$ cat config.mk
export PLATFORM = sky130hd
export DESIGN_NAME = lbss_div
export DESIGN_NICKNAME = d
export VERILOG_FILES = /design/src/rtl/core/linear_blend_skinning_sparse_assert.svh /design/src/rtl/core/lbss_pkg.sv /design/src/rtl/core/lbss_div.sv
export SDC_FILE = /design/constraint.sdc
export NUM_CORES = 1
export LEC_CHECK = 0
export BUFFER_PORTS_ARGS = -buffer_cell sky130_fd_sc_hd__buf_2
export CELL_PAD_IN_SITES_DETAIL_PLACEMENT = 1
export CELL_PAD_IN_SITES_GLOBAL_PLACEMENT = 1
export CORE_MARGIN = 2
export CORE_UTILIZATION = 44
export CTS_CLUSTER_SIZE = 12
export DETAILED_ROUTE_END_ITERATION = 12
export GPL_TIMING_DRIVEN = 1
export PLACE_DENSITY_LB_ADDON = 0.1
export RECOVER_POWER = 50
export SETUP_SLACK_MARGIN = 0.1
export SYNTH_ARGS = -nofsm -noshare
export SYNTH_HDL_FRONTEND = slang
export SYNTH_SLANG_ARGS = --single-unit
$ cat constraint.sdc
create_clock -name clk -period 4.2 [get_ports clk]
set_input_delay 0.84 -clock clk [delete_from_list [all_inputs] [get_ports clk]]
set_output_delay 0.84 -clock clk [all_outputs]
set_load 0.005 [all_outputs]
$ cat src/rtl/core/linear_blend_skinning_sparse_assert.svh
// Assertion macros shared by the skinning block.
`ifndef LINEAR_BLEND_SKINNING_SPARSE_ASSERT_SVH
`define LINEAR_BLEND_SKINNING_SPARSE_ASSERT_SVH

// Consequent must hold in the same cycle as the antecedent.
`define LBSS_ASSERT_IMP(lbl, ante, cons, msg) \
  lbl: assert property (@(posedge clk) disable iff (!rst_n) (ante) |-> (cons)) \
    else $error(msg);

// Consequent must hold in the cycle after the antecedent.
`define LBSS_ASSERT_NXT(lbl, ante, cons, msg) \
  lbl: assert property (@(posedge clk) disable iff (!rst_n) (ante) |=> (cons)) \
    else $error(msg);

`endif

$ cat src/rtl/core/lbss_pkg.sv
package lbss_pkg;

  localparam int MAT_WORDS     = 12;
  localparam int MARK_ENTRY    = 12;
  localparam int LANES_CARRIED = 4;
  localparam int ACC_W         = 50;
  localparam int TOT_W         = 17;

  localparam logic [1:0] OP_LOAD      = 2'd0;
  localparam logic [1:0] OP_SKIN      = 2'd1;
  localparam logic [1:0] OP_SKIN_LAST = 2'd2;
  localparam logic [1:0] OP_IGNORED   = 2'd3;

  localparam logic CFG_BONES_USED = 1'b0;
  localparam logic CFG_REUSE      = 1'b1;

  typedef struct packed {
    logic        vld;
    logic [1:0]  row;
    logic [1:0]  k;
    logic [15:0] w;
  } lbss_tag_t;

endpackage

$ cat src/rtl/core/lbss_div.sv
module lbss_div import lbss_pkg::*; (
  input  logic                    clk,
  input  logic                    rst_n,
  input  logic                    start,
  input  logic signed [ACC_W-1:0] dividend,
  input  logic [TOT_W-1:0]        divisor,
  output logic [31:0]             quotient,
  output logic                    done
);

  logic              busy_r;
  logic              done_r;
  logic [5:0]        cnt_r;
  logic              neg_r;
  logic [TOT_W-1:0]  rem_r;
  logic [31:0]       dvd_r;
  logic [TOT_W-1:0]  dsr_r;
  logic [ACC_W-1:0]  mag;
  logic [TOT_W:0]    trial;
  logic              qbit;

  assign mag   = dividend[ACC_W-1] ? ACC_W'(-dividend) : ACC_W'(dividend);
  assign trial = {rem_r, dvd_r[31]};
  assign qbit  = (trial >= {1'b0, dsr_r});

  always_ff @(posedge clk) begin
    if (!rst_n) begin
      busy_r <= 1'b0;
      done_r <= 1'b0;
      cnt_r  <= '0;
    end else if (start) begin
      busy_r <= 1'b1;
      done_r <= 1'b0;
      cnt_r  <= '0;
    end else if (busy_r) begin
      cnt_r <= cnt_r + 6'd1;
      if (cnt_r == 6'd31) begin
        busy_r <= 1'b0;
        done_r <= 1'b1;
      end
    end
  end

  always_ff @(posedge clk) begin
    if (start) begin
      neg_r <= dividend[ACC_W-1];
      rem_r <= {1'b0, mag[47:32]};
      dvd_r <= mag[31:0];
      dsr_r <= divisor;
    end else if (busy_r) begin
      rem_r <= qbit ? TOT_W'(trial - {1'b0, dsr_r}) : trial[TOT_W-1:0];
      dvd_r <= {dvd_r[30:0], qbit};
    end
  end

  assign quotient = neg_r ? (32'd0 - dvd_r) : dvd_r;
  assign done     = done_r;

endmodule
**After elaboration in Yosys (flattened, before gate mapping)**

Cells that the tools add are included.

- Flip-flop bits (word level): 75
- Word-level logic and storage cells: 28
- Input port bits: 70

- $lt $le $gt $ge: 1
- Reductions and logical operators: 3
- Equal/unequal tests: 1
- Bitwise logic cells: 1
- Add/sub/neg operators: 4
- Muxes and demuxes: 10

Operator list:

| cell | number |
|---|---|
| 32-bit two-way mux | 3 |
| 48-bit two-way mux | 1 |
| 48-bit negation | 1 |
| 16-bit two-way mux | 2 |
| 1-bit by 32-bit subtractor with 32-bit output, first input constant | 1 |
| 18-bit by 17-bit >= comparator with 1-bit output | 1 |
| 17-bit two-way mux | 1 |
| 17-bit subtractor | 1 |
| 6-bit by 1-bit adder with 6-bit output, second input constant | 1 |
| 6-bit by 5-bit equality test with 1-bit output, second input constant | 1 |
| 1-bit two-way mux | 3 |
| 2-bit AND reduction | 1 |
| 2-bit nonzero test | 1 |
| 2-bit OR reduction | 1 |
| 1-bit NOT | 1 |

**Longest topological paths before layout**

- Depth after elaboration: 4
- Depth in mapped cells: 12

**Worst setup path before layout**

Ideal clock, no wire load.

- Path type: flip-flop to output port
- From: reg dvd_r[0]
- To: out quotient[28]
- Path slack: 0.829 ns
- Path buffers: 0
- Required time: 3.360 ns
- Data arrival time: 2.531 ns
- Stages on the path, launching flop included: 10
- Cells stage by stage: edfxtp_1 > inv_1 > ha_1 > nand2b_1 > or4_1 > or2_2 > or2_1 > or4_1 > o21ai_0 > xnor2_1

- Cells in the longest elaborated chain, start to end: 2

Ends and longest elaborated chain:

| item | RTL line | source |
|---|---|---|
| start, declared | lbss_div.sv:16 | `logic [31:0] dvd_r;` |
| start signal, assigned | lbss_div.sv:48 | `dvd_r <= mag[31:0];` |
| start signal, assigned | lbss_div.sv:52 | `dvd_r <= {dvd_r[30:0], qbit};` |
| 1-bit by 32-bit subtractor with 32-bit output | lbss_div.sv:56 | `assign quotient = neg_r ? (32'd0 - dvd_r) : dvd_r;` |
| 32-bit two-way mux | lbss_div.sv:56 |  |
| end, declared | lbss_div.sv:7 | `output logic [31:0] quotient,` |

Every way passes these cells.

**Worst setup path in the final report**

- From: reg dvd_r[0]
- To: out quotient[26]

Same word-level chain as after synthesis.

==> Implementation_results.wiki <==
{| class="wikitable"
! Metric !! Value
|-
| Post-synthesis cell count || 571
|-
| Mux contribution to synthesized area || 0.05393
|-
| Filler cells || 1463
|-
| Count of pins over their slew limit || 83
|-
| Number of buffers added by the clock tree synthesis step || 9
|-
| Leading post-synthesis cells by cell area || edfxtp_1 36%, xor2_1 8.0%, xnor2_1 6.4%
|-
| Complex-gate fraction of the synthesized area || 0.1735
|-
| CTS clk-pin slew, worst paths || 0.06 ns
|-
| Crit path max-delay family || simple AND/OR/NAND/NOR gates
|-
| Total of buffers placed on input and output ports || 101
|-
| # rows || 41
|-
| Root Buffer Master || clkbuf_16
|-
| Critical path peak fanout || 4
|-
| H-Tree Depth || 3
|-
| Initial antenna violation count || 0
|-
| Synthesis warning total || 0
|-
| Skew final || 0.006191 ns
|-
| Critical Setup Path Class || reg -> out
|-
| Number of gates given a new drive strength after cts || 1
|-
| FF+latch count, synth || 75
|-
| Ratio of final minimum period to clock period || 0.9364
|-
| Violations in the final reports || capacitance limit, slew limit
|-
| CTS tree || done
|-
| Share of cells above drive strength 1 || 0.2101
|-
| Standby leakage power || 2.638 nW
|-
| Diodes inserted || 0
|-
| Number of hold buffers added after cts || 0
|-
| Highest clock frequency the design can meet || 0.2543 GHz
|-
| Worst path required time || 3.36 ns
|-
| Slew Limit Headroom || -0.3422
|-
| Dominant combinational cell family by area after synthesis || compound AO/OA/AOI/OAI gates
|-
| Outcome || finished, violations left
|-
| Vias in the first global route || 4756
|-
| DRC violation total after the first TritonRoute iteration || 168
|-
| Share of the synthesized netlist area taken by xor and xnor gates || 0.1447
|-
| Number of buffers inserted by post-CTS setup repair || 0
|-
| Count of different cell masters after synthesis || 58
|-
| Remaining design rule violation count || 0
|-
| Router iterations before antenna repair || 4
|-
| Library cell with the largest summed area after synthesis || edfxtp_1
|-
| Clock Latency Late Sink || 0.34 ns
|-
| Area added between synthesis and finish || 17.96%
|-
| Critical path arrival || 3.09 ns
|-
| Synth Cell Area || 5568 µm²
|-
| Least-Margin Pin Slew || 2.013 ns
|-
| Most used flip-flop cell after synthesis || edfxtp_1
|-
| Final Hold Violating Endpoints || 0
|-
| Count of clock tree sinks || 75
|-
| Number of buffer and inverter instances along the worst setup path || 2
|-
| Simple-gate share of the synthesized area || 0.1519
|-
| Pin count of the biggest net entering global routing || 77
|-
| Cell-by-cell listing of the critical path || inv_1 > ha_1 > nand2b_1 > or4_4 > or2_4 > or2_4 > or4_4 > o31ai_2 > xnor2_1 > buf_2
|-
| Proportion of synthesized chip area in sequential cells || 0.3883
|-
| Fraction of registers with async set or reset after synthesis || 0
|-
| PD cells || 459.4 nW/µm²
|-
| Post-detailed-route via-to-cell ratio || 5.616
|-
| Worst stage delay on the critical path || 0.53 ns
|-
| Hpwl dp || 10830 µm
|-
| Leading cell types in the layout, fill and taps excluded || 98 x buf_2, 66 x edfxtp_1, 51 x xor2_1
|-
| Highest ir drop seen on vdd || 0.0002261 V
|-
| Overall fraction of global-route tracks in use || 0.2223
|-
| Most frequent standard cell in the layout excluding fill and tap cells || buf_2
|-
| Top-level port count || 103
|-
| Remaining global-route overflow || 0
|-
| Die area || 13570 µm²
|-
| Maximum clock insertion buffer count || 2
|-
| Drt wl/cell || 17.34 µm
|-
| Die span in x || 116.5 µm
|-
| Final count of negative-setup-slack endpoints || 0
|-
| Portion of synthesized cell area occupied by the leading cell type || 0.3560
|-
| RSZ-0062 raised after global routing || yes
|-
| Total wire length || 14620 µm
|-
| Post-DRT Antenna Nets || 0
|-
| Worst min-delay path class || reg -> reg
|-
| Floorplan core area || 12470 µm²
|-
| Final min period || 3.933 ns
|-
| Mean cell area of the mapped netlist || 9.751 µm²
|-
| Nets || 757
|-
| Initial standard-cell utilization of the core || 0.4467
|-
| Die H || 116.5 µm
|-
| Critical Path Sink Type || primary output
|-
| Post-synthesis net count || 662
|-
| Wire length of the first global-routing pass || 23400 µm
|-
| EDFF count, synth || 66
|-
| Dpl ws || 0.4113 ns
|-
| Adder-cell share of the synthesized area || 0.04854
|-
| Final sum of negative setup slack || 0 ns
|-
| Via count || 4734
|-
| Worst-path cell with the longest stage delay || or4_4
|-
| Max-cap violations || 2
|-
| GPL Wtd Cong || 0.7875
|-
| Crit path launch type || register
|-
| Setup slack of the critical path after layout || 0.2673 ns
|}
[cells in the mapped netlist, types with 3 or more instances]
| library cell | count |
|---|---|
| or2_2 | 3 |
| nand2b_1 | 7 |
| ha_1 | 20 |
| buf_6 | 3 |
| o31ai_1 | 23 |
| o21ai_0 | 35 |
| o21a_1 | 4 |
| and3_1 | 4 |
| nor4_1 | 4 |
| xnor2_1 | 41 |
| mux2i_1 | 30 |
| clkbuf_1 | 14 |
| xor2_1 | 51 |
| nor2b_1 | 3 |
| nand2_1 | 33 |
| and2_1 | 5 |
| nand3_1 | 5 |
| or4_4 | 6 |
| nor2_1 | 48 |
| inv_1 | 25 |
| a211oi_1 | 3 |
| or4_1 | 12 |
| dfxtp_1 | 9 |
| a21o_1 | 5 |
| edfxtp_1 | 66 |
| a21oi_1 | 46 |
| a221oi_1 | 3 |
| o41ai_1 | 12 |
| or3_1 | 5 |
| nor3_1 | 7 |
[worst reg2reg max path, cell delays in order, from the launching register on]
cell and delay (ns):
edfxtp_1 0.46, inv_1 0.09, ha_1 0.16, inv_1 0.05
fa_1 0.40, a21o_1 0.22, a221oi_1 0.26, buf_4 0.19
a22o_1 0.23, a21oi_1 0.11, nor4_2 0.37, buf_12 0.24
nor2_1 0.06, a211o_1 0.34
[stage by stage]
stage | hold slack, ns | instances | instance area, µm² | power (mW) | util
6_report | 0.4713 | 843 | 6568 | 3.017 | 0.5268
5_1_grt | 0.5279 | 843 | 6568 | 3.218 | 0.5268
4_1_cts | 0.4761 | 843 | 6544 | 3.030 | 0.5249
3_5_place_dp | 0.4623 | 827 | 6231 | 2.193 | 0.4998
3_3_place_gp | 0.4486 | 827 | 6231 | 2.151 | 0.4998
2_1_floorplan | 0.4588 | 571 | 5568 | 1.853 | -
[flip-flops by register name, indices dropped and copies added, names as in the netlist]
register,cells
dvd_r,32
dsr_r,17
rem_r,17
cnt_r,6
busy_r,1
done,1
neg_r,1
[power by group]
part | internal, mW | total, mW | switching [mW] | leakage, nW
logic | 0.527 | 1.12 | 0.596 | 1.77
clock network | 0.519 | 0.826 | 0.307 | 0.149
registers | 0.964 | 1.07 | 0.105 | 0.723
[per-layer routing]
layer	GRT usage	up-vias	share of wire
met5	0	-	0
met4	0.08889	0	0.026
met3	0.03581	31	0.031
met2	0.3880	107	0.51
met1	0.2749	2295	0.43
li1	-	2301	-
[final timing paths]
check | start | endpoint | slack, ns | cells past startpoint
min | done | done | 0.47 | 2
max | dvd_r[0] | quotient[26] | 0.27 | 10
max reg2reg | dvd_r[31] | rem_r[13] | 0.76 | 13
min reg2reg | done | done | 0.47 | 2
[kinds of logic after synthesis]
family / Yosys count
flip-flops: 75
XOR/XNOR: 92
AO/OA/AOI/OAI: 149
multiplexers: 30
AND/OR/NAND/NOR: 156
adder cells (fa/ha/maj): 21
buffers and inverters: 48
[layout make-up]
cell class,instances,area [µm²],area share
clock buffers,11,232.7,0.03544
clock inverters,5,76.32,0.01162
inverters,25,93.84,0.01429
multi-input cells,448,3228,0.4915
flip-flops and latches,75,2162,0.3292
well taps,172,215.2,0.03277
repair buffers,107,559.3,0.08516
No activity file was read; power rests on OpenSTA's default activity.
